File: src/hw/rtl/d2pc_pkg.sv
package d2pc_pkg;

  // position counters
  localparam int CNT_W     = 12;
  localparam int CNT_LIMIT = 4096;

  // queue depths
  localparam int MID_DEPTH   = 4;
  localparam int OUT_DEPTH   = 8;
  localparam int OUT_CNT_W   = $clog2(OUT_DEPTH + 1);

  typedef struct packed {
    logic [15:0] depth_raw;
    logic [7:0]  blue;
    logic [7:0]  green;
    logic [7:0]  red;
    logic        frame_start;
  } pixel_t;

  typedef struct packed {
    logic signed [39:0] point_x;
    logic signed [39:0] point_y;
    logic [31:0]        point_z;
    logic [7:0]         point_red;
    logic [7:0]         point_green;
    logic [7:0]         point_blue;
  } point_t;

  // placed pixel handed from front to back
  typedef struct packed {
    logic [15:0]      depth_raw;
    logic [7:0]       blue;
    logic [7:0]       green;
    logic [7:0]       red;
    logic [CNT_W-1:0] col;
    logic [CNT_W-1:0] row;
  } work_t;

  typedef struct packed {
    logic [12:0] image_width;
    logic [15:0] center_x;
    logic [15:0] center_y;
    logic [23:0] inv_focal_x;
    logic [23:0] inv_focal_y;
    logic [23:0] inv_depth_scale;
    logic [31:0] depth_lo;
    logic [31:0] depth_hi;
  } cfg_t;

  typedef enum logic [2:0] {
    REG_IMAGE_WIDTH     = 3'd0,
    REG_CENTER_X        = 3'd1,
    REG_CENTER_Y        = 3'd2,
    REG_INV_FOCAL_X     = 3'd3,
    REG_INV_FOCAL_Y     = 3'd4,
    REG_INV_DEPTH_SCALE = 3'd5,
    REG_DEPTH_LO        = 3'd6,
    REG_DEPTH_HI        = 3'd7
  } reg_idx_t;

  localparam logic [12:0] RST_IMAGE_WIDTH     = 13'd640;
  localparam logic [15:0] RST_CENTER_X        = 16'd5112;
  localparam logic [15:0] RST_CENTER_Y        = 16'd3832;
  localparam logic [23:0] RST_INV_FOCAL_X     = 24'd31957;
  localparam logic [23:0] RST_INV_FOCAL_Y     = 24'd31957;
  localparam logic [23:0] RST_INV_DEPTH_SCALE = 24'd16777;
  localparam logic [31:0] RST_DEPTH_LO        = 32'd0;
  localparam logic [31:0] RST_DEPTH_HI        = 32'hFFFF_FFFF;

endpackage

File: src/hw/rtl/d2pc_front.sv
module d2pc_front #(
  parameter int MAX_IMAGE_WIDTH  = 4096,
  parameter int MAX_IMAGE_HEIGHT = 4096
) (
  input  logic              clk,
  input  logic              rst,
  input  logic              accept,
  input  d2pc_pkg::pixel_t  pixel,
  input  logic [12:0]       image_width,
  output logic              work_push,
  output d2pc_pkg::work_t   work
);

  localparam int CW    = d2pc_pkg::CNT_W;
  localparam int W_LIM = (MAX_IMAGE_WIDTH < d2pc_pkg::CNT_LIMIT) ?
                         MAX_IMAGE_WIDTH : d2pc_pkg::CNT_LIMIT;
  localparam int H_LIM = (MAX_IMAGE_HEIGHT < d2pc_pkg::CNT_LIMIT) ?
                         MAX_IMAGE_HEIGHT : d2pc_pkg::CNT_LIMIT;

  logic [CW-1:0] column_count;
  logic [CW-1:0] row_count;
  logic [CW-1:0] col;
  logic [CW-1:0] row;
  logic [CW:0]   width_eff;
  logic [CW:0]   col_inc;
  logic [CW:0]   row_inc;
  logic          col_wrap;
  logic          row_wrap;

  always_comb begin
    col = pixel.frame_start ? '0 : column_count;
    row = pixel.frame_start ? '0 : row_count;
    priority if (image_width == '0) begin
      width_eff = (CW+1)'(1);
    end else if ((CW+1)'(image_width) > (CW+1)'(W_LIM)) begin
      width_eff = (CW+1)'(W_LIM);
    end else begin
      width_eff = (CW+1)'(image_width);
    end
    col_inc  = {1'b0, col} + 1'b1;
    row_inc  = {1'b0, row} + 1'b1;
    col_wrap = (col_inc >= width_eff);
    row_wrap = (row_inc >= (CW+1)'(H_LIM));
  end

  always_ff @(posedge clk) begin
    if (rst) begin
      column_count <= '0;
      row_count    <= '0;
    end else if (accept) begin
      if (col_wrap) begin
        column_count <= '0;
        row_count    <= row_wrap ? '0 : row_inc[CW-1:0];
      end else begin
        column_count <= col_inc[CW-1:0];
        row_count    <= row;
      end
    end
  end

  // no measurement: dropped here, position still advances
  assign work_push      = accept && (pixel.depth_raw != '0);
  assign work.depth_raw = pixel.depth_raw;
  assign work.blue      = pixel.blue;
  assign work.green     = pixel.green;
  assign work.red       = pixel.red;
  assign work.col       = col;
  assign work.row       = row;

endmodule

File: config.mk
export PLATFORM = sky130hd
export DESIGN_NAME = d2pc_front
export DESIGN_NICKNAME = d
export VERILOG_FILES = /design/src/hw/rtl/d2pc_pkg.sv /design/src/hw/rtl/d2pc_front.sv
export SDC_FILE = /design/constraint.sdc
export NUM_CORES = 1
export LEC_CHECK = 0
export BUFFER_PORTS_ARGS = -buffer_cell sky130_fd_sc_hd__buf_2
export CORE_AREA = 3 3 88 111
export CTS_CLUSTER_SIZE = 30
export DETAILED_ROUTE_END_ITERATION = 7
export DIE_AREA = 0 0 91 114
export HOLD_SLACK_MARGIN = 0.03
export PLACE_DENSITY = 0.5
export SLEW_MARGIN = 20
export SYNTH_ARGS = -nofsm -noshare
export SYNTH_HDL_FRONTEND = slang
export SYNTH_SLANG_ARGS = --single-unit
File: constraint.sdc
create_clock -name clk -period 6.3 [get_ports clk]
set_clock_uncertainty 0.1 [all_clocks]
set_input_delay 1.89 -clock clk [delete_from_list [all_inputs] [get_ports clk]]
set_output_delay 1.89 -clock clk [all_outputs]
set_load 0.01 [all_outputs]
==> key figures, run 1 <==
Worst setup path
  • Reg2Reg Depth: 15
  • Critical path capture point: row_count[2]$_SDFFE_PP0P_
  • WP data required: approximately 6.4 ns
  • Setup crit start: pixel[0]
  • Worst Setup End Kind: register
  • CP arrival: approximately 5.6 ns
  • Setup CP Type: in -> reg
  • Critical Path Start Type: input pin
  • R2R Path Start: column_count[0]$_SDFFE_PP0P_
  • CP Max Fanout: 13
  • Slack of the worst reg-to-reg path: 2.18 ns
  • Reg2reg end: row_count[2]$_SDFFE_PP0P_

CTS
  • Clk_lat worst skew: about 0.27 ns
  • H-tree Lvls: 1
  • Post-CTS sizing: 0
  • Number of CTS-inserted buffers: 3
  • Root buffer cell: clkbuf_8
  • Clock Path Buffers: 2
  • Post-CTS Hold Fix Bufs: 0
  • TritonCTS clock tree: done
  • Clock slew at reported path FFs: ~0.10 ns
  • Post-CTS setup buffers: 0
  • Total clock sinks: 24

Final layout
  • Share of layout cells above drive strength 1: approximately a quarter
  • Register Area: 480 um2
  • Fin nets: between 300 and 400
  • Filler cells: around 1000
  • Area growth syn-to-layout: 11.8%
  • Diode count: 0
  • Final core utilization: around 28%
  • Multi-input logic area: between 0.001 and 0.0015 mm2

Synth
  • Largest family of logic cells by synthesized area: simple AND/OR/NAND/NOR gates
  • Avg Inst Size Synth: 7.44 um2
  • Post-synthesis cell type count: 49
  • Synth Area in Adders: between 8 and 9%
  • Synth Warn #: 0
  • Leading register cell type out of synthesis: dfxtp_1
  • Synth top area share: a little over a fifth
  • Syn_nets: around 370
  • Top post-synthesis cells by area: dfxtp_1, buf_4, ha_1
  • Cells after Synth: just under 300
  • XOR/XNOR share of the synthesized area: around 4%
  • Mux cell area share after synthesis: 0%
  • Post-synth EDFFs: 0
  • Async SR Flop Fraction: 0%
  • Most instantiated cells after synthesis: buf_4, nand2_1, dfxtp_1
  • Mapped cell area: 0.00220 mm2
  • Simple-Gate Fraction of Synth Area: 32.1%
  • #FFs+latches synth: 24
  • Area leader, netlist: dfxtp_1
  • Register area share after synthesis: between 20% and 30%
  • Top-count cell post-synth: buf_4
  • Complex-gate fraction of the synthesized area: around 16%

STA
  • Setup slack after layout: 0.744 ns
  • Final Cycle Share: 88.2%
  • Final Critical Period: 5.56 ns
  • Setup violations, final: 0
  • FMAX: between 150 and 200 MHz
  • Worst Max-Slew Pin Slew: around 0.58 ns
  • RSZ-0062 raised after global routing: false
  • Slew margin rel.: between 60% and 70%
  • Setup_tns: 0 ns
  • Final hold vios: 0
  • Slew Limit Fails: 0

Drt
  • DRT Wirelength: 6.56 mm
  • DR WL/cell: between 10 and 15 um
  • Via Count: between 2000 and 2500
  • DRT iter0 DRCs: roughly 80
  • DRC: 0
  • DRT Pass-1 Iters: 4
  • Final antenna-violating net count: 0
  • Vias per inst: between 4 and 5

Die
  • Full die area: 0.0104 mm2
  • Die Y: 114 um
  • I/O pins: between 100 and 150
  • Initial Util: between 20% and 30%
  • Die width: just over 90 um
  • Core box area: 0.00875 mm2
  • Standard-cell row count: 38

Global routing
  • Total gr overflow: 0
  • Initial antenna violation count: 0
  • Total Routing Usage GR: 12.8%
  • Largest net degree at the start of global routing: 24
  • Global-route wire length before repair: ~11 mm
  • Number of global-route vias before repair: between 2000 and 2500

Placed design
  • RePlAce Congestion: about 0.86
  • HPWL after DPL: approximately 5.2 mm
  • PortBufs: 73
  • Placement Setup Slack: about 0.5 ns

Pwr
  • Leakage: between 1 and 1.5 nW
  • Power Dens Cells: between 100 and 150 mW/mm2
  • Worst VDD drop: 0.0715 mV

Run status
  • Outcome: completed

Worst hold path
  • Worst hold path class: reg -> reg
  • Hold Path Depth: 2

Run
  • Total of max-cap violations: 0
==> per-layer routing <==
layer | global-route usage (%) | part of all wire, % | vias to the layer above
met5 | 0 | 0 | -
met4 | 4.12 | 1.6 | 0
met3 | 2.64 | 4.4 | 11
met2 | 21.3 | 47 | 59
met1 | 16.5 | 47 | 1016
li1 | - | - | 1073
==> flip-flops by register name (all words and copies together) (netlist names) <==
name / flops
row_count: 12
column_count: 12
==> placed cells by master, fill, tap and decap left out, types with 13 or more instances in the layout <==
master and instances:
buf_2 73, nand2_1 33, dfxtp_1 24, nor2b_1 21, nand3_1 19, a21oi_1 17, ha_1 15, nor2_1 13
==> how the worst min path moves through the flow <==
stage,startpoint,endpoint,slack (ns)
5_1_grt,column_count[8]$_SDFFE_PP0P_,column_count[8]$_SDFFE_PP0P_,0.41
6_report,column_count[8]$_SDFFE_PP0P_,column_count[8]$_SDFFE_PP0P_,0.37
2_1_floorplan,column_count[8]$_SDFFE_PP0P_,column_count[8]$_SDFFE_PP0P_,0.34
3_5_place_dp,column_count[8]$_SDFFE_PP0P_,column_count[8]$_SDFFE_PP0P_,0.36
4_1_cts,column_count[8]$_SDFFE_PP0P_,column_count[8]$_SDFFE_PP0P_,0.37
3_3_place_gp,column_count[8]$_SDFFE_PP0P_,column_count[8]$_SDFFE_PP0P_,0.35
==> cell type report <==
| class | instances | share of cell area (%) |
|---|---|---|
| clock buffers | 3 | 1.68 |
| clock inverters | 1 | 1.22 |
| inverters | 8 | 1.22 |
| multi-input cells | 211 | 54.4 |
| flip-flops and latches | 24 | 19.6 |
| well taps | 120 | 6.12 |
| repair buffers | 76 | 15.8 |
==> metrics by stage <==
step	total power [mW]	cells	cell area [um2]	hold WS (ns)
3_5_place_dp	0.211	439	2380	0.357
2_1_floorplan	0.206	295	2200	0.336
6_report	0.347	443	2450	0.373
3_3_place_gp	0.210	439	2380	0.353
5_1_grt	0.365	443	2450	0.413
4_1_cts	0.350	443	2450	0.373
==> cells by family after synthesis <==
logic type	Yosys count
fa+ha+maj	15
buf+inv	60
xor+xnor	10
compound gates	54
simple gates	132
flops	24
==> report_power, final <==
part | internal (mW) | switching, mW | total (mW) | leakage (nW)
clock | 0.0851 | 0.0549 | 0.140 | 0.0357
sequential | 0.152 | 0.000539 | 0.153 | 0.194
combinational | 0.0201 | 0.0339 | 0.0540 | 0.897
total | 0.258 | 0.0894 | 0.347 | 1.13
==> worst max-delay path: stages <==
cell and delay, ns:
buf_2 0.18, nor2b_1 0.26, ha_1 0.26, nand4_1 0.11, nor3b_1 0.31, and3_1 0.24
and3_1 0.20, xor2_1 0.22, ha_1 0.28, a21o_1 0.18, a21o_1 0.17, a221o_2 0.39
nor2_2 0.44, buf_4 0.25, o32a_1 0.16, a21oi_1 0.06
Power figures use the tool's default switching activity.
==> run 2: changes to the inputs <==
Clock period 6.3 ns to 6 ns, I/O delays scaled along.
==> key figures, run 2 (synthesized netlist as in run 1, its figures left out) <==
Worst setup path
  • Worst Setup End Kind: register
  • CP arrival: 5.42 ns (-0.19 ns)
  • CP Max Fanout: 13 (unchanged)
  • Reg2Reg Depth: 15 (unchanged)
  • Crit path largest cell delay: 0.38 ns (-0.06 ns)
  • CP Cell Sequence: buf_2 > nor2b_1 > ha_1 > nand4_1 > nor3b_1 > and3_1 > and3_1 > xor2_1 > ha_1 > a21o_1 > a21o_1 > a221o_2 > nor2_2 > buf_4 > nand3_1 > a21oi_1
  • Critical path's top delay family: simple AND/OR/NAND/NOR gates
  • Buf/Inv on CP: 2 (unchanged)
  • WP data required: 6.10 ns (-0.25 ns)
  • Setup CP Type: in -> reg
  • CP max stage cell: a221o_2
  • CP Depth: 16 (unchanged)
  • Critical Path Start Type: input pin

Final layout
  • Largest registers: column_count x12, row_count x12
  • Most common cell after layout, fill and taps aside: buf_2
  • Non-filler instance count after layout: 443 (unchanged)
  • Diode count: 0 (unchanged)
  • Share of layout cells above drive strength 1: 26.6% (unchanged)
  • Fin nets: 396 (unchanged)
  • Most frequent cells in the layout: buf_2, nand2_1, dfxtp_1, nor2b_1, nand3_1
  • Register Area: 480 um2 (unchanged)
  • Area growth syn-to-layout: 11.1%
  • Filler cells: 1009 (+1.1%)
  • Multi-input logic area: 0.00134 mm2 (unchanged)

STA
  • Final Cycle Share: between 80% and 90%
  • Slew margin rel.: 61.9% (+0.77 points)
  • Worst Hold Margin: 0.372 ns (-0.000753 ns)
  • FMAX: approximately 190 MHz
  • Final hold vios: 0 (unchanged)
  • Setup slack after layout: 0.672 ns (-0.0716 ns)
  • Final Critical Period: ~5.3 ns
  • Slew Limit Fails: 0 (unchanged)
  • Setup_tns: 0 ns (unchanged)
  • Setup violations, final: 0 (unchanged)
  • Worst Max-Slew Pin Slew: 0.570 ns (-0.0115 ns)
  • RSZ-0062 raised after global routing: false

CTS
  • Post-CTS setup buffers: 0 (unchanged)
  • Clk_lat worst skew: 0.27 ns (about the same)
  • Total clock sinks: 24 (unchanged)
  • Clock slew at reported path FFs: 0.09 ns (about the same)
  • Root buffer cell: clkbuf_8
  • TritonCTS clock tree: done
  • Post-CTS sizing: 0 (unchanged)
  • Post-CTS Hold Fix Bufs: 0 (unchanged)
  • H-tree Lvls: 1 (unchanged)
  • Clock Path Buffers: 2 (unchanged)
  • Number of CTS-inserted buffers: 3 (unchanged)

Drt
  • Vias per inst: 4.86 (-0.23%)
  • DRT Pass-1 Iters: 4 (unchanged)
  • Final antenna-violating net count: 0 (unchanged)
  • DRT iter0 DRCs: 64 (-19%)
  • Via Count: 2154 (-0.23%)
  • DRT Wirelength: 6.39 mm (-2.5%)
  • DRC: 0 (unchanged)
  • DR WL/cell: 14.4 um (-2.5%)

Placed design
  • PortBufs: 73 (unchanged)
  • HPWL after DPL: 5.11 mm (-1.3%)
  • RePlAce Congestion: 0.864 (+0.43%)
  • Placement Setup Slack: 0.400 ns (-0.0887 ns)
  • Dpl cells: 439 (unchanged)

Pwr
  • Worst VDD drop: 0.0640 mV (-10%)
  • Comb power frac: 17.2% (+1.6 points)
  • Flop pwr share: 48.6% (+4.5 points)
  • Clock share of power: 34.2% (-6.2 points)
  • Switching share of power: 27.5% (+1.7 points)
  • Power Dens Cells: 135 mW/mm2 (-4.1%)
  • Sw Pwr: 0.0907 mW (+1.5%)
  • Leakage: 1.12 nW (-0.62%)
  • Power Internal: 0.240 mW (-6.9%)

Global routing
  • Initial antenna violation count: 0 (unchanged)
  • Largest net degree at the start of global routing: 24 (unchanged)
  • Global-route wire length before repair: 10.4 mm (-4.3%)
  • Number of global-route vias before repair: 2152 (-4.1%)
  • Total Routing Usage GR: 12.0% (-0.72 points)
  • Total gr overflow: 0 (unchanged)

Run
  • Total of max-cap violations: 0 (unchanged)

Run status
  • Outcome: completed

Die
  • I/O pins: 122 (unchanged)
  • Die Y: 114 um (unchanged)
  • Full die area: 0.0104 mm2 (unchanged)
  • Standard-cell row count: 38 (unchanged)
  • Initial Util: 25.1% (unchanged)
  • Core box area: 0.00875 mm2 (unchanged)
  • Die width: 91 um (unchanged)

Worst hold path
  • Hold Path Depth: 2 (unchanged)
  • Worst hold path class: reg -> reg
run 2: cell types whose count changed in the layout (fill, tap and decap cells not counted), sizes merged:
cell and delta:
clkbuf +1, bufinv -1
run 2: path summary, 6_finish.rpt:
path	startpoint	end	slack (ns)
setup / recovery	pixel[0]	column_count[4]$_SDFFE_PP0P_	0.67
hold / removal	column_count[8]$_SDFFE_PP0P_	column_count[8]$_SDFFE_PP0P_	0.37
setup reg to reg	column_count[0]$_SDFFE_PP0P_	column_count[4]$_SDFFE_PP0P_	2.03
hold reg to reg	column_count[8]$_SDFFE_PP0P_	column_count[8]$_SDFFE_PP0P_	0.37
run 2: power by group through the flow:
stage               clock network [mW]  registers (mW)  logic, mW
floorplan                            0           0.164     0.0526
global placement                     0           0.164     0.0564
finish                           0.113           0.161     0.0567
detailed placement                   0           0.164     0.0569
global route                     0.123           0.161     0.0633
CTS                              0.119           0.161     0.0569
run 2: stage by stage:
stage	util (%)	power [mW]	area (um2)
global placement	27.2	0.221	2380
global route	27.9	0.347	2440
floorplan	-	0.217	2200
detailed placement	27.2	0.221	2380
CTS	27.9	0.337	2440
finish	27.9	0.330	2440
run 2: metal layers:
layer  wire [um]  track usage (%)
met1        2980             15.7
met2        3060             20.9
met3         326             2.11
met4          35             2.31
met5           0                0
run 2: final cells by class:
| cell class | instances | area share [%] |
|---|---|---|
| sequential | 24 | 19.7 |
| clock buffer | 4 | 2.26 |
| multi-input combinational | 211 | 54.7 |
| timing repair buffer | 76 | 15.9 |
| inverter | 8 | 1.23 |
| tap | 120 | 6.16 |
run 2: tightest hold or removal path, stage by stage, from the launching register on:
cell and delay [ns]:
dfxtp_1 0.32, nand2_1 0.06, a21oi_1 0.05
