[src/hw/rtl/d2pc_fifo.sv]
module d2pc_fifo #(
  parameter int WIDTH = 8,
  parameter int DEPTH = 4
) (
  input  logic                           clk,
  input  logic                           rst,
  input  logic                           push,
  input  logic [WIDTH-1:0]               wdata,
  output logic                           full,
  input  logic                           pop,
  output logic [WIDTH-1:0]               rdata,
  output logic                           empty,
  output logic [$clog2(DEPTH+1)-1:0]     count
);

  localparam int PW = $clog2(DEPTH);
  localparam int CW = $clog2(DEPTH + 1);

  logic [WIDTH-1:0] mem [DEPTH];
  logic [PW-1:0]    wr_ptr;
  logic [PW-1:0]    rd_ptr;
  logic             do_push;
  logic             do_pop;

  assign full    = (count == CW'(DEPTH));
  assign empty   = (count == '0);
  assign do_push = push && !full;
  assign do_pop  = pop && !empty;
  assign rdata   = mem[rd_ptr];

  always_ff @(posedge clk) begin
    if (do_push) begin
      mem[wr_ptr] <= wdata;
    end
  end

  always_ff @(posedge clk) begin
    if (rst) begin
      wr_ptr <= '0;
      rd_ptr <= '0;
      count  <= '0;
    end else begin
      if (do_push) begin
        wr_ptr <= (wr_ptr == PW'(DEPTH - 1)) ? '0 : wr_ptr + 1'b1;
      end
      if (do_pop) begin
        rd_ptr <= (rd_ptr == PW'(DEPTH - 1)) ? '0 : rd_ptr + 1'b1;
      end
      if (do_push && !do_pop) begin
        count <= count + 1'b1;
      end else if (do_pop && !do_push) begin
        count <= count - 1'b1;
      end
    end
  end

endmodule

[config.mk]
export PLATFORM = sky130hd
export DESIGN_NAME = d2pc_fifo
export DESIGN_NICKNAME = d
export VERILOG_FILES = /design/src/hw/rtl/d2pc_fifo.sv
export SDC_FILE = /design/constraint.sdc
export NUM_CORES = 1
export LEC_CHECK = 0
export BUFFER_PORTS_ARGS = -buffer_cell sky130_fd_sc_hd__buf_4
export CAP_MARGIN = 20
export CORE_MARGIN = 5
export CORE_UTILIZATION = 55
export CTS_CLUSTER_DIAMETER = 150
export CTS_CLUSTER_SIZE = 12
export DETAILED_ROUTE_END_ITERATION = 8
export PLACE_DENSITY = 0.77
export SETUP_SLACK_MARGIN = 0.05
export SLEW_MARGIN = 20
export SYNTH_ARGS = -nofsm -noshare
export SYNTH_HDL_FRONTEND = slang
export SYNTH_SLANG_ARGS = --single-unit
[constraint.sdc]
create_clock -name clk -period 3 [get_ports clk]
set_clock_uncertainty 0.2 [all_clocks]
set_input_delay 0.6 -clock clk [delete_from_list [all_inputs] [get_ports clk]]
set_output_delay 0.6 -clock clk [all_outputs]
set_load 0.02 [all_outputs]
==> flow_summary.toml, run 1 <==
[run_status]
outcome = "finished clean"

[layout]
stdcell_area_sq_um = 1940
finish.utilization_pct = 65.0
area_growth_pct = 16.0
num_antenna_cells = 0
layoutNonFillerInstCount = 153
fin_nets = 138
drive_gt1_share_pct = 38.3

[route]
drtIter0Drc = 36
wirelength_mm = 2.64
ant_nets = 0
detail_route.wl_per_cell_um = 17.3
via_per_inst = 5.71
dr_total_vias = 874
drt-pass1-iter-count = 4
drc_errors = 0

[setup_path]
critPathKind = "reg -> out"
cp_max_fo = 8
cp_slowest_cell = "dfxtp_1"
slowest_delay_ps = 680
cp_cell_sequence = "mux4_2 -> buf_4"
worst_setup_path_start_kind = "flop"
critPathCaptureType = "primary output"
arrival_ps = 1780
crit_required_ps = 2200

[floorplan]
start_util_pct = 56.1
ios = 25
die_h_um = 65.1
core_sq_um = 2980
die-area_sq_um = 4240
num_rows = 20
die_w_um = 65.1

[yosys]
synth.cell_area_sq_um = 1670
seq_area_frac_synth_pct = 68.4
syn_inst = 92
synth-seq-cells = 41
synth_fp_nets = 111
yosysWarnings = 0
synth_cell_types = 27
avgSynthCellArea_sq_um = 18.1

[cts]
ctsResizeCount = 0
cts_root_buf = "clkbuf_4"
holdBufCountCts = 0
htreeDepth = 2
cts_sinks = 41
clk_pin_slew_ps = 120
numCtsBuffers = 5
clk_latency_ps = 340
cts.path.max_buffers = 2
postCtsSetupBuffers = 0
cts_tree = "yes"

[sta]
finalSetupViolations = 0
post-route-min-period_ps = 2580
max_slew_margin_pct = 63.1
tightest_slew_ps = 552
hold_violations = 0
drv_slew = 0
fmax_mhz = 388
rsz0062_at_grt = "false"
period_share_pct = 85.9
setup_tns_ps = 0

[global_routing]
grt_pass1_wl_mm = 4.26
grt_pass1_vias = 910
grt_max_degree = 13
grt_usage_pct = 14.1
grt_overflow = 0
antenna_found_initial = 0

[placement]
place.gp.congestion = 0.719
post_dp_cell_area_sq_um = 1870
dp_hpwl_mm = 1.90
dp_cells = 145
port_buffers = 24

[power_and_ir_drop]
finalPower_mw = 1.55
p_leak_nw = 0.734
power_density_nw_per_um2 = 801
vdd_drop_max_mv = 0.492

[job]
maxCapViolations = 0

[min_path]
hp-class = "in -> reg"
-- state kept, by name, summed over array words and instances, names as in the netlist, named ones only --
| name | flops |
|---|---|
| wr_ptr | 2 |
| count | 3 |
| mem | 32 |
| rd_ptr | 2 |
-- cells in the final DEF, fill, tap and decap left out, types with 2 or more instances in the layout --
master	n
mux2i_1	2
nand3_1	2
edfxtp_1	32
or3_1	2
mux4_2	8
clkbuf_4	5
a21oi_1	2
xor2_1	2
nor2_1	3
nor3_1	2
o31ai_2	2
and3_1	4
buf_4	24
inv_1	3
clkbuf_8	2
ha_1	6
dfxtp_1	9
-- synthesized netlist by cell type (all sizes together) --
master | instances | share of area [%]
o31ai | 2 | 1.5
nor3 | 2 | 0.60
nand3 | 2 | 0.60
buf | 3 | 1.2
mux4 | 8 | 11
clkinv | 1 | 0.97
nand2 | 1 | 0.22
or3b | 1 | 0.52
o21ai | 2 | 0.60
clkbuf | 1 | 0.22
a21oi | 3 | 1.1
edfxtp | 32 | 58
mux2i | 2 | 1.2
or3 | 2 | 0.75
inv | 3 | 0.67
dfxtp | 9 | 11
bufinv | 1 | 1.0
fa | 1 | 1.2
nor2 | 4 | 1.3
ha | 6 | 4.5
and3 | 4 | 1.5
xor2 | 2 | 1.0
-- per-layer routing --
layer,vias to the layer above,GRT usage [%],wire length [um]
li1,408,-,-
met1,440,16.2,1090
met2,23,23.6,1370
met3,3,5.81,140
met4,0,4.92,34
met5,-,0,0
-- worst max-delay path: cells and delay by family (launching register included) --
family   cells  cell delay (ps)
buf+inv      1              170
flops        1              680
mux          1              580
-- power breakdown --
| group | internal (mW) | switching (mW) |
|---|---|---|
| Clock | 0.136 | 0.168 |
| Combinational | 0.237 | 0.244 |
| Sequential | 0.692 | 0.0733 |
| Total | 1.07 | 0.485 |
-- per-stage QoR --
| stage | worst slack (ps) | hold WS, ps |
|---|---|---|
| floorplan | 575 | 263 |
| global placement | 549 | 272 |
| detailed placement | 502 | 300 |
| CTS | 345 | 239 |
| global route | 262 | 216 |
| finish | 423 | 250 |
-- final cells by class --
| cell class | count | area, sq um |
|---|---|---|
| Tap cell | 33 | 41.3 |
| Timing Repair Buffer | 24 | 180 |
| Fill cell | 220 | 1040 |
| Multi-Input combinational cell | 42 | 459 |
| Clock inverter | 1 | 5.00 |
| Clock buffer | 7 | 65.1 |
| Inverter | 5 | 45.0 |
| Sequential cell | 41 | 1140 |
-- cell families after synthesis --
group                      count (synthesis)  synth area share [%]
adders and majority gates                  7                  5.70
DFF                                       41                  68.4
muxes                                     10                  12.0
xor gates and xnor gates                   2                  1.05
and+or+nand+nor                           16                  5.55
AOI/OAI and AO/OA                          7                  3.22
buffers and inverters                      9                  4.12
-- worst paths after layout --
check | start | endpoint | slack, ps | cells after the start
worst max register to register | count[0]$_SDFFE_PP0P_ | count[2]$_SDFFE_PP0P_ | 460 | 9
worst min register to register | rd_ptr[0]$_SDFFE_PP0P_ | rd_ptr[0]$_SDFFE_PP0P_ | 310 | 2
worst min-delay path | wdata[4] | mem[3][4]$_DFFE_PP_ | 250 | 1
worst max-delay path | flop | rdata[7] | 420 | 2
Note: power is estimated with default switching activity, not from simulation.
==> run 2: changes to the inputs <==
BUFFER_PORTS_ARGS = unset   (was -buffer_cell sky130_fd_sc_hd__buf_4)
CORE_UTILIZATION = 61   (was 55)
DONT_BUFFER_PORTS = 1   (was unset)
==> run 2 against run 1 <==
  * Setup slack got worse by 100 ps
  * Critical endpoint is now count[2]$_SDFFE_PP0P_
  * Global-route usage decreased by 0.40 points
  * First-iteration DRC count decreased by 31%
  * Clock-buffer cell count decreased by 1
==> flow_summary.toml, run 2 (same netlist as run 1, synthesis figures left out) <==
[sta]
fmax_mhz = 374
rsz0062_at_grt = "false"
tightest_slew_ps = 618
worst_slack_ps = 323
finalSetupViolations = 0
drv_slew = 0
max_slew_margin_pct = 58.5
post-route-min-period_ps = 2680
hold_violations = 0
period_share_pct = 89.2
setup_tns_ps = 0
whs_ps = 113

[cts]
numCtsBuffers = 5
postCtsSetupBuffers = 0
cts_tree = "yes"
clk_latency_ps = 340
holdBufCountCts = 0
clk_pin_slew_ps = 110
cts_sinks = 41
htreeDepth = 2
cts.path.max_buffers = 2
ctsResizeCount = 0
cts_root_buf = "clkbuf_4"

[global_routing]
use_met1_pct = 14.7
grt_util_met3_pct = 6.85
grt_usage_pct = 13.6
grt_pass1_vias = 858
grt_pass1_wl_mm = 4.00
grt_util_met2_pct = 22.3
busiest_layer = "met2"
antenna_found_initial = 0
grt_max_degree = 13
grt_overflow = 0

[layout]
largest_reg_flops = 32
area_growth_pct = 5.85
num_antenna_cells = 0
layoutNonFillerInstCount = 128
largestRegisters = "mem x32, count x3"
multiInputGateArea_sq_um = 459
drive_gt1_share_pct = 21.6
final_common_cell = "edfxtp_1"
fillers = 181
mostFrequentLayoutCells = "edfxtp_1 (32), dfxtp_1 (9), mux4_2 (8)"
fin_nets = 115
layout.area.seq_sq_um = 1140
top_register = "mem"

[job]
maxCapViolations = 0

[route]
wirelength_mm = 2.37
dr_total_vias = 777
drt-pass1-iter-count = 4
detail_route.wl_per_cell_um = 18.5
drtIter0Drc = 25
ant_nets = 0
drc_errors = 0
via_per_inst = 6.07

[power_and_ir_drop]
pwr-share-clk_pct = 22.9
seqPwrFrac_pct = 52.5
internal-power_mw = 1.02
switching_share_pct = 30.7
pwr-share-comb_pct = 24.6
power.switching_mw = 0.451
power_density_nw_per_um2 = 832
p_leak_nw = 0.620
vdd_drop_max_mv = 0.678

[setup_path]
rr_worst_depth = 9
crit_required_ps = 3080
critPathKind = "reg -> reg"
critPathCaptureType = "flop"
cp_max_fo = 7
cp-startpoint = "count[1]$_SDFFE_PP0P_"
worst_setup_path_start_kind = "flop"
reg2reg_from = "count[1]$_SDFFE_PP0P_"
reg2reg_to = "count[2]$_SDFFE_PP0P_"
crit_path_end = "count[2]$_SDFFE_PP0P_"
reg2reg_slack_ps = 320
arrival_ps = 2760

[floorplan]
die_w_um = 62.3
num_rows = 19
die-area_sq_um = 3880
ios = 25
die_h_um = 62.3
core_sq_um = 2690
start_util_pct = 62.1

[min_path]
hp-class = "in -> reg"

[placement]
dp_hpwl_mm = 1.66
dp_slack_ps = 327
port_buffers = 0
place.gp.congestion = 0.741
dp_cells = 120

[run_status]
outcome = "finished clean"
==> run 2: cell types whose count changed in the layout (fill, tap and decap cells not counted), sizes merged <==
cell	previous run	this run
buf	24	1
bufinv	1	2
clkbuf	7	6
==> run 2: power groups by stage <==
stage | sequential [mW] | combinational (mW) | clock [mW]
after global routing | 0.789 | 0.400 | 0.371
after floorplan | 0.756 | 0.340 | 0
after detailed placement | 0.789 | 0.367 | 0
after CTS | 0.776 | 0.367 | 0.347
after global placement | 0.785 | 0.357 | 0
final | 0.771 | 0.362 | 0.337
==> run 2: final cells by class <==
cell class                 count  area share, %
clock inverter                 2           1.91
multi-input combinational     42           26.0
inverter                       5           2.55
timing repair buffer           1          0.425
clock buffer                   6           2.34
tap                           31           2.20
sequential                    41           64.6
==> run 2: worst min path at each step <==
| stage | cells after the start | end | from |
|---|---|---|---|
| floorplan | 2 | flop | rd_ptr[0]$_SDFFE_PP0P_ |
| global placement | 2 | rd_ptr[0]$_SDFFE_PP0P_ | rd_ptr[0]$_SDFFE_PP0P_ |
| detailed placement | 2 | flop | rd_ptr[0]$_SDFFE_PP0P_ |
| CTS | 1 | count[2]$_SDFFE_PP0P_ | rst |
| global route | 1 | wr_ptr[1]$_SDFFE_PP0P_ | rst |
| finish | 1 | count[2]$_SDFFE_PP0P_ | rst |
==> run 2: per-stage QoR <==
| stage | util (%) | instance area (sq um) | power, mW |
|---|---|---|---|
| floorplan | - | 1670 | 1.10 |
| global placement | 63.0 | 1690 | 1.14 |
| detailed placement | 63.0 | 1690 | 1.16 |
| CTS | 65.8 | 1770 | 1.49 |
| global route | 65.8 | 1770 | 1.56 |
| finish | 65.8 | 1770 | 1.47 |
==> run 2: critical path, cell delays in order, from the launching register on <==
cell,delay [ps]
dfxtp_1,580
or3b_1,400
clkinv_8,120
nor2_4,110
ha_1,180
inv_1,60
fa_1,370
xor2_1,160
or3_1,300
a21oi_1,130
==> run 2: per-layer routing <==
| layer | routed length [um] | vias to the layer above |
|---|---|---|
| met5 | 0 | - |
| met4 | 53 | 0 |
| met3 | 201 | 5 |
| met2 | 1190 | 29 |
| met1 | 929 | 382 |
| li1 | - | 361 |
==> run 3: changes to the inputs <==
MAX_ROUTING_LAYER = met4   (was unset)
==> run 3 against run 2 <==
  * Sequential power barely moved
  * Wire length increased by 0.93%
  * Register-to-register slack about the same
  * Total power is 0.23% higher
  * Global-route usage grew 0.39 points
  * Critical path depth unchanged
  * Worst hold slack got worse by 0.75 ps
  * Die area unchanged
  * Critical path type unchanged
  * Largest cell class unchanged
==> flow_summary.toml, run 3 (same netlist as run 1, synthesis figures left out) <==
[layout]
largest_reg_flops = 32
area_growth_pct = 5.85
stdcell_area_sq_um = 1770
mostFrequentLayoutCells = "edfxtp_1 (32), dfxtp_1 (9), mux4_2 (8)"
drive_gt1_share_pct = 21.6
final_common_cell = "edfxtp_1"
fin_nets = 115
num_antenna_cells = 0
layoutNonFillerInstCount = 128
finish.utilization_pct = 65.8
top_register = "mem"
largestRegisters = "mem x32, count x3"

[min_path]
hp-class = "in -> reg"

[floorplan]
num_rows = 19
die_h_um = 62.3
ios = 25
die-area_sq_um = 3880
start_util_pct = 62.1
core_sq_um = 2690
die_w_um = 62.3

[setup_path]
crit_required_ps = 3080
cp_slowest_cell = "dfxtp_1"
critPathKind = "reg -> reg"
critPathCaptureType = "flop"
slowest_delay_ps = 570
arrival_ps = 2760
cp_max_fo = 7
cp_cell_sequence = "or3b_1 -> clkinv_8 -> nor2_4 -> ha_1 -> inv_1 -> fa_1 -> xor2_1 -> or3_1 -> a21oi_1"
worst_setup_path_start_kind = "flop"

[route]
detail_route.wl_per_cell_um = 18.7
wirelength_mm = 2.40
ant_nets = 0
via_per_inst = 6.02
drt-pass1-iter-count = 4
drtIter0Drc = 27
drc_errors = 0
dr_total_vias = 770

[power_and_ir_drop]
finalPower_mw = 1.47
power.switching_mw = 0.454
power_density_nw_per_um2 = 834
pwr-share-clk_pct = 23.1
pwr-share-comb_pct = 24.5
internal-power_mw = 1.02
switching_share_pct = 30.8
vdd_drop_max_mv = 0.679
p_leak_nw = 0.620
seqPwrFrac_pct = 52.4

[sta]
period_share_pct = 89.4
whs_ps = 112
rsz0062_at_grt = "false"
post-route-min-period_ps = 2680
hold_violations = 0
max_slew_margin_pct = 58.6
fmax_mhz = 373
drv_slew = 0
finalSetupViolations = 0
worst_slack_ps = 318
setup_tns_ps = 0
tightest_slew_ps = 616

[cts]
numCtsBuffers = 5
cts.path.max_buffers = 2
postCtsSetupBuffers = 0
cts_tree = "yes"
clk_pin_slew_ps = 110
ctsResizeCount = 0
cts_sinks = 41
clk_latency_ps = 340
holdBufCountCts = 0
htreeDepth = 2
cts_root_buf = "clkbuf_4"

[global_routing]
grt_max_degree = 13
grt_usage_pct = 14.0
grt_pass1_wl_mm = 3.99
antenna_found_initial = 0
grt_overflow = 0
grt_pass1_vias = 860

[placement]
dp_hpwl_mm = 1.66
post_dp_cell_area_sq_um = 1690
dp_cells = 120
port_buffers = 0
dp_slack_ps = 327
place.gp.congestion = 0.751

[run_status]
outcome = "finished clean"

[job]
maxCapViolations = 0
run 3: cell counts in the layout (fill, tap and decap cells not counted):
No cell type changed its count.
run 3: power by group through the flow:
stage	logic [mW]	clock network (mW)	registers, mW
2_1_floorplan	0.340	0	0.756
3_3_place_gp	0.357	0	0.785
3_5_place_dp	0.367	0	0.789
4_1_cts	0.367	0.347	0.776
5_1_grt	0.400	0.371	0.789
6_report	0.361	0.341	0.772
run 3: cell type report:
| cell class | count | area [sq um] |
|---|---|---|
| inverters | 5 | 45.0 |
| clock inverters | 2 | 33.8 |
| fillers | 181 | 920 |
| flip-flops and latches | 41 | 1140 |
| repair buffers | 1 | 7.51 |
| well taps | 31 | 38.8 |
| multi-input cells | 42 | 459 |
| clock buffers | 6 | 41.3 |
run 3: critical path, delay by kind of cell (launching register included):
| family | cells | cell delay, ps |
|---|---|---|
| fa+ha+maj | 2 | 550 |
| flops | 1 | 570 |
| xor+xnor | 1 | 160 |
| simple gates | 3 | 820 |
| compound gates | 1 | 130 |
| buf+inv | 2 | 180 |
run 3: final timing paths:
| kind | startpoint | to | slack [ps] | depth (start not counted) |
|---|---|---|---|---|
| max | count[1]$_SDFFE_PP0P_ | count[2]$_SDFFE_PP0P_ | 320 | 9 |
| min | rst | wr_ptr[1]$_SDFFE_PP0P_ | 110 | 1 |
| max reg2reg | count[1]$_SDFFE_PP0P_ | count[2]$_SDFFE_PP0P_ | 320 | 9 |
| min reg2reg | rd_ptr[0]$_SDFFE_PP0P_ | rd_ptr[0]$_SDFFE_PP0P_ | 300 | 2 |
run 3: metal layers:
layer  global-route usage (%)  wire, um  up-vias
li1                         -         -      361
met1                     15.0       958      376
met2                     22.3      1200       28
met3                     6.31       188        5
met4                     6.37        52        0
met5                        -         0        -
